### src/mexp_pkg.sv
`default_nettype none
// -----------------------------------------------------------------------------
// mexp_pkg
// Shared widths, cell control type and modular add for modular_exponentiation.
// -----------------------------------------------------------------------------
package mexp_pkg;

	localparam int W  = 64;
	localparam int CW = $clog2(W);

	typedef struct packed {
		logic load;
		logic step;
	} cell_ctl_t;

	// (a + b) mod m with a, b < m
	function automatic logic [W-1:0] add_mod(input logic [W-1:0] a, input logic [W-1:0] b,
		input logic [W-1:0] m);
		logic [W:0] s;
		begin
			s = {1'b0, a} + {1'b0, b};
			if (s >= {1'b0, m}) s = s - {1'b0, m};
			add_mod = s[W-1:0];
		end
	endfunction

endpackage
`default_nettype wire

### src/mexp_cell.sv
`default_nettype none
// -----------------------------------------------------------------------------
// mexp_cell
// Bit-serial modular multiplier cell: a double-and-add step each cycle on step.
// -----------------------------------------------------------------------------
module mexp_cell
	import mexp_pkg::*;
(
	input  wire logic         clk,
	input  wire logic         arst_n,
	input  wire cell_ctl_t    ctl,
	input  wire logic [W-1:0] a,
	input  wire logic [W-1:0] b,
	input  wire logic [W-1:0] m,
	output logic      [W-1:0] r
);

	logic [W-1:0] a_q, b_q, r_q, dbl, nxt;

	assign dbl = add_mod(r_q, r_q, m);
	assign nxt = b_q[W-1] ? add_mod(dbl, a_q, m) : dbl;
	assign r   = r_q;

	always_ff @(posedge clk or negedge arst_n) begin
		if (!arst_n) begin
			r_q <= '0;
		end else if (ctl.load) begin
			r_q <= '0;
		end else if (ctl.step) begin
			r_q <= nxt;
		end
	end

	always_ff @(posedge clk) begin
		if (ctl.load) begin
			a_q <= a;
			b_q <= b;
		end else if (ctl.step) begin
			b_q <= {b_q[W-2:0], 1'b0};
		end
	end

endmodule
`default_nettype wire

### src/modular_exponentiation.sv
`default_nettype none
// -----------------------------------------------------------------------------
// modular_exponentiation
// Right-to-left square-and-multiply modular exponentiation core.
// -----------------------------------------------------------------------------
// Usage:
//   Write modulus (index 0) and exponent (index 1) on the cfg port while idle.
//   Each item on the s_ stream carries a base; the m_ stream returns
//   base^exponent mod modulus, one item per input item, in order.
//   Two multiplier cells (square and multiply) run side by side, each
//   doing one double-and-add step per cycle in RUN, 64 steps per modular
//   product. The base is first reduced by a multiply with one, then each of
//   the 64 exponent bits takes a square-and-multiply pass. A zero modulus
//   answers zero without a pass. One item is worked on at a time;
//   s_tready is high only while idle.
//   The result sits in an output register; if the receiver stalls the core
//   waits in its final state until the register frees up.
//   Reset: modulus 1, exponent 0, no item pending.
// -----------------------------------------------------------------------------
module modular_exponentiation
	import mexp_pkg::*;
(
	input  wire logic        clk,
	input  wire logic        arst_n,
	input  wire logic        s_tvalid,
	output logic             s_tready,
	input  wire logic [63:0] s_tdata,   // base_value
	output logic             m_tvalid,
	input  wire logic        m_tready,
	output logic      [63:0] m_tdata,   // power_result
	input  wire logic        cfg_we,
	input  wire logic        cfg_index,
	input  wire logic [63:0] cfg_data
);

	localparam logic REG_MODULUS  = 1'b0;
	localparam logic REG_EXPONENT = 1'b1;

	typedef enum logic [2:0] {IDLE, RUN, NEXT, LOAD, FIN} state_t;

	state_t       state_q;
	logic [W-1:0] mod_q, exp_q, acc_q, sq_q;
	logic [CW-1:0] cnt_q, bit_q;
	logic         red_q, mv_q;
	logic [63:0]  out_q;
	cell_ctl_t    ctl;
	logic [W-1:0] one_mod, a_mul, b_mul, r_sq, r_mul;

	assign one_mod  = (mod_q == W'(1)) ? '0 : W'(1);
	assign s_tready = (state_q == IDLE);
	assign m_tvalid = mv_q;
	assign m_tdata  = out_q;

	assign ctl.load = (state_q == LOAD) || (state_q == IDLE && s_tvalid && mod_q != '0);
	assign ctl.step = (state_q == RUN);
	assign a_mul    = (state_q == IDLE) ? one_mod : acc_q;
	assign b_mul    = (state_q == IDLE) ? s_tdata[W-1:0] : sq_q;

	mexp_cell u_sq (.clk(clk), .arst_n(arst_n), .ctl(ctl), .a(sq_q), .b(sq_q),
		.m(mod_q), .r(r_sq));
	mexp_cell u_mul (.clk(clk), .arst_n(arst_n), .ctl(ctl), .a(a_mul), .b(b_mul),
		.m(mod_q), .r(r_mul));

	always_ff @(posedge clk or negedge arst_n) begin
		if (!arst_n) begin
			mod_q   <= W'(1);
			exp_q   <= '0;
			state_q <= IDLE;
			mv_q    <= 1'b0;
			cnt_q   <= '0;
			bit_q   <= '0;
			red_q   <= 1'b0;
		end else begin
			if (cfg_we) begin
				case (cfg_index)
					REG_MODULUS:  mod_q <= cfg_data[W-1:0];
					REG_EXPONENT: exp_q <= cfg_data[W-1:0];
					default: ;
				endcase
			end
			if (mv_q && m_tready) mv_q <= 1'b0;
			case (state_q)
				IDLE: begin
					if (s_tvalid) begin
						if (mod_q == '0) begin
							acc_q   <= '0;
							state_q <= FIN;
						end else begin
							red_q   <= 1'b1;
							cnt_q   <= '0;
							state_q <= RUN;
						end
					end
				end
				RUN: begin
					cnt_q <= cnt_q + 1'b1;
					if (cnt_q == CW'(W-1)) state_q <= NEXT;
				end
				NEXT: begin
					cnt_q <= '0;
					if (red_q) begin
						red_q   <= 1'b0;
						sq_q    <= r_mul;
						acc_q   <= one_mod;
						bit_q   <= '0;
						state_q <= LOAD;
					end else begin
						if (exp_q[bit_q]) acc_q <= r_mul;
						sq_q  <= r_sq;
						bit_q <= bit_q + 1'b1;
						state_q <= (bit_q == CW'(W-1)) ? FIN : LOAD;
					end
				end
				LOAD: state_q <= RUN;
				FIN: begin
					if (!mv_q || m_tready) begin
						out_q   <= 64'(acc_q);
						mv_q    <= 1'b1;
						state_q <= IDLE;
					end
				end
				default: state_q <= IDLE;
			endcase
		end
	end

endmodule
`default_nettype wire
### config.mk
export PLATFORM = sky130hd
export DESIGN_NAME = modular_exponentiation
export DESIGN_NICKNAME = d
export VERILOG_FILES = /design/src/mexp_pkg.sv /design/src/mexp_cell.sv /design/src/modular_exponentiation.sv
export SDC_FILE = /design/constraint.sdc
export NUM_CORES = 2
export LEC_CHECK = 0
export BUFFER_PORTS_ARGS = -buffer_cell sky130_fd_sc_hd__buf_4
export CORE_MARGIN = 2
export CORE_UTILIZATION = 35
export DETAILED_ROUTE_END_ITERATION = 8
export GPL_TIMING_DRIVEN = 0
export PLACE_DENSITY_LB_ADDON = 0.08
export SLEW_MARGIN = 0
export SYNTH_ARGS = -nofsm -noshare
export SYNTH_HDL_FRONTEND = slang
export SYNTH_SLANG_ARGS = --single-unit
export TNS_END_PERCENT = 5
### constraint.sdc
create_clock -name clk -period 17.25 [get_ports clk]
set_input_delay 3.45 -clock clk [delete_from_list [all_inputs] [get_ports clk]]
set_output_delay 3.45 -clock clk [all_outputs]
set_load 0.005 [all_outputs]
==> summary.md <==
| Metric | Value |
|---|---|
| CP max stage delay | `1140 ps` |
| Clock Skew | `38.0 ps` |
| Reg2reg start | `mod_q[62]` |
| Initial Utilization | `0.351` |
| EDFF count, synth | `448` |
| Hold/Removal Path Class | `reg -> reg` |
| Worst path top cell family by delay | `compound AO/OA/AOI/OAI gates` |
| Switching share of total power | `0.400` |
| GRT Residual Overflow | `0` |
| Post-Syn Area | `about 55,000 µm²` |
| Avg Vias per Cell | `5.80` |
| Worst setup SP type | `flip-flop` |
| Mapped Avg Cell Area | `8.92 µm²` |
| GRT Util Overall | `0.303` |
| Slew Limit Fails | `32` |
| Worst-Margin Slew | `1610 ps` |
| CTS Hold Bufs | `0` |
| Setup TNS | `0 ps` |
| Pint | `4310 µW` |
| Final Setup Violations | `0` |
| CTS tree | `done` |
| Sequential power share | `0.302` |
| Reg2Reg Depth | `38` |
| Iter 0 DRT Violations | `5,308` |
| Reg area | `~20,000 µm²` |
| First-pass DRT Iterations | `6` |
| Synth Register Bits | `a little over 700` |
| Skew-Pair Late Insertion Delay | `around 740 ps` |
| Worst slew margin relative to its limit | `-0.0755` |
| Sequential element share of the synthesized area | `0.371` |
| # nets final | `6,970` |
| Max-cap viol count | `3` |
| WHS Path Cells | `0` |
| CP bufs+invs | `8` |
| Post-DP HPWL | `203,000 µm` |
| CP required | `17,790 ps` |
| Clock Tree Buf Depth | `3` |
| Fraction of layout cells with a size suffix above 1 | `0.104` |
| Wire length per cell | `slightly below 30 µm` |
| Global placement routability congestion | `0.953` |
| IO Port Bufs | `199` |
| Fillers | `15,900` |
| Clock Power Share | `0.285` |
| Die Area | `between 150,000 and 200,000 µm²` |
| Antenna-violating nets left | `0` |
| Status | `finished with violations` |
| Reg2reg setup slack | `between 3000 and 4000 ps` |
| Number of global-route vias before repair | `46,900` |
| Post-Syn Nets | `6,660` |
| Final Cycle Share | `0.782` |
| Critical path class | `reg -> reg` |
| DRT Wirelength | `248,000 µm` |
| Cts repair resizes | `0` |
| Post-route DRC | `0` |
| Crit path max-delay cell type | `nor3b_1` |
| CP Max Fanout | `10` |
| Largest net degree at the start of global routing | `110` |
| Non-Filler Instances | `8,583` |
| Post-synth cell types | `around 100` |
| Arrival time at the worst endpoint | `14,030 ps` |
| Die width | `399 µm` |
| Worst hold path endpoint | `m_tdata[11]` |
| Max Clock Freq | `0.0741 GHz` |
| Initial antenna violation count | `10` |
| Crit end category | `flip-flop` |
| CTS Root Cell | `clkbuf_16` |
| PwrDens | `about 120 nW/µm²` |
| I/O pin cnt | `200` |
| First-pass GRT wire length | `approximately 350,000 µm` |
| Combinational share of power | `0.413` |
| YS warnings | `0` |
| Clock Sinks | `721` |
| Final hold vios | `0` |
| Maximum vdd ir drop | `between 0.00009 and 0.0001 V` |
| Asr flop ratio synth | `0.379` |
| Area Overhead vs Synth | `13.9%` |
| R2r endpoint | `u_mul.r[0]` |
| Cells after Synth | `6,134` |
| Worst-path clk slew | `60 ps` |
| P_leak | `0.0266 µW` |
| Area of the core | `156,000 µm²` |
| Die height | `399 µm` |
| CTS Buf Count | `90` |
| Tmin final | `13,490 ps` |
| Multi-input logic area | `32,300 µm²` |
| DP Cell Count | `~8,400` |
| Via count | `49,800` |
| Most used DFF post-synth | `edfxtp_1` |
| NetSw | `2870 µW` |
| H-tree Lvls | `3` |
| Post-CTS setup buffer count | `0` |
| FP Rows | `145` |
| Hold path start | `acc_q[11]` |
| Failing checks | `capacitance limit, slew limit` |
| Unrepaired setup endpoints after global routing | `no` |
cells in the final DEF (no fill, tap or decap), drive strengths merged, types with 135 or more instances in the layout:
cell,Yosys,final
a31oi,139,139
edfxtp,448,448
ha,386,386
o21ai,435,435
a21oi,518,518
mux2,169,169
buf,52,268
nand2,856,856
nor2,401,401
inv,195,202
and2,170,170
dfrtp,272,272
xnor2,215,215
xor2,135,135
a21o,257,257
clkbuf,284,394
cell families after synthesis:
kind of cell | after synthesis | synth area share
buffers and inverters | 532 | 0.0392
flip-flops | 721 | 0.371
AO/OA/AOI/OAI | 1909 | 0.224
AND/OR/NAND/NOR | 1989 | 0.167
adder cells (fa/ha/maj) | 392 | 0.0904
XOR/XNOR | 350 | 0.0560
multiplexers | 241 | 0.0527
cell usage after synthesis (all sizes together), types with 50 or more instances:
cell type / count / area share
a21o: 257 / 0.035
a21oi: 518 / 0.048
a31oi: 139 / 0.016
and2: 170 / 0.019
and3: 62 / 0.0071
buf: 52 / 0.0062
clkbuf: 284 / 0.020
dfrtp: 272 / 0.12
edfxtp: 448 / 0.25
ha: 386 / 0.088
inv: 195 / 0.013
mux2: 169 / 0.035
mux2i: 51 / 0.0093
nand2: 856 / 0.059
nand3: 131 / 0.012
nand4: 97 / 0.011
nor2: 401 / 0.028
nor3: 74 / 0.0068
o211ai: 50 / 0.0069
o21a: 54 / 0.0074
o21ai: 435 / 0.040
o21bai: 82 / 0.011
xnor2: 215 / 0.034
xor2: 135 / 0.022
worst max path at each step:
stage | startpoint | end | slack, ps | cells past startpoint
after floorplan | s_tvalid | acc_q[0] | 8750 | 2
after global placement | arst_n | acc_q[63] | 2180 | 3
after detailed placement | mod_q[62] | u_mul.r[61] | 4180 | 34
after CTS | mod_q[62] | u_mul.r[61] | 4120 | 35
after global routing | mod_q[62] | u_mul.r[55] | 3490 | 38
final | mod_q[62] | u_mul.r[0] | 3760 | 38
metal layers:
| layer | GRT usage | part of all wire |
|---|---|---|
| met1 | 0.425 | 0.46 |
| met2 | 0.468 | 0.44 |
| met3 | 0.0683 | 0.077 |
| met4 | 0.0793 | 0.029 |
| met5 | 0 | 0 |
power by group through the flow:
stage / logic [µW] / registers, µW / clock network (µW)
final: 2970 / 2160 / 2050
after global routing: 3210 / 2190 / 2150
after CTS: 2900 / 2170 / 2080
after detailed placement: 2880 / 2200 / 0
after global placement: 2880 / 2200 / 0
after floorplan: 2010 / 2150 / 0
through the flow:
step,util,power [µW],cell area [µm²],hold slack (ps),worst slack (ps)
5_1_grt,0.400,7540,62300,449,3490
2_1_floorplan,-,4160,54700,417,8750
3_5_place_dp,0.380,5070,59200,429,4180
3_3_place_gp,0.377,5080,58800,422,2180
6_report,0.400,7180,62300,440,3760
4_1_cts,0.400,7150,62300,439,4120
worst reg2reg max path: cells and delay by family, from the launching register on:
family	cells	cell delay [ps]
AO/OA/AOI/OAI	20	6490
XOR/XNOR	1	260
adder cells (fa/ha/maj)	3	1110
buffers and inverters	8	2020
flip-flops	1	510
multiplexers	1	420
AND/OR/NAND/NOR	5	2470
final cells by class:
cell class,count,share of cell area
diodes,5,0.000201
plain buffers,336,0.0229
clock buffers,108,0.0386
clock inverters,60,0.0113
inverters,196,0.0119
multi-input cells,4881,0.519
flip-flops and latches,721,0.325
well taps,2058,0.0413
repair buffers,218,0.0298
(Power assumes the default switching activity.)
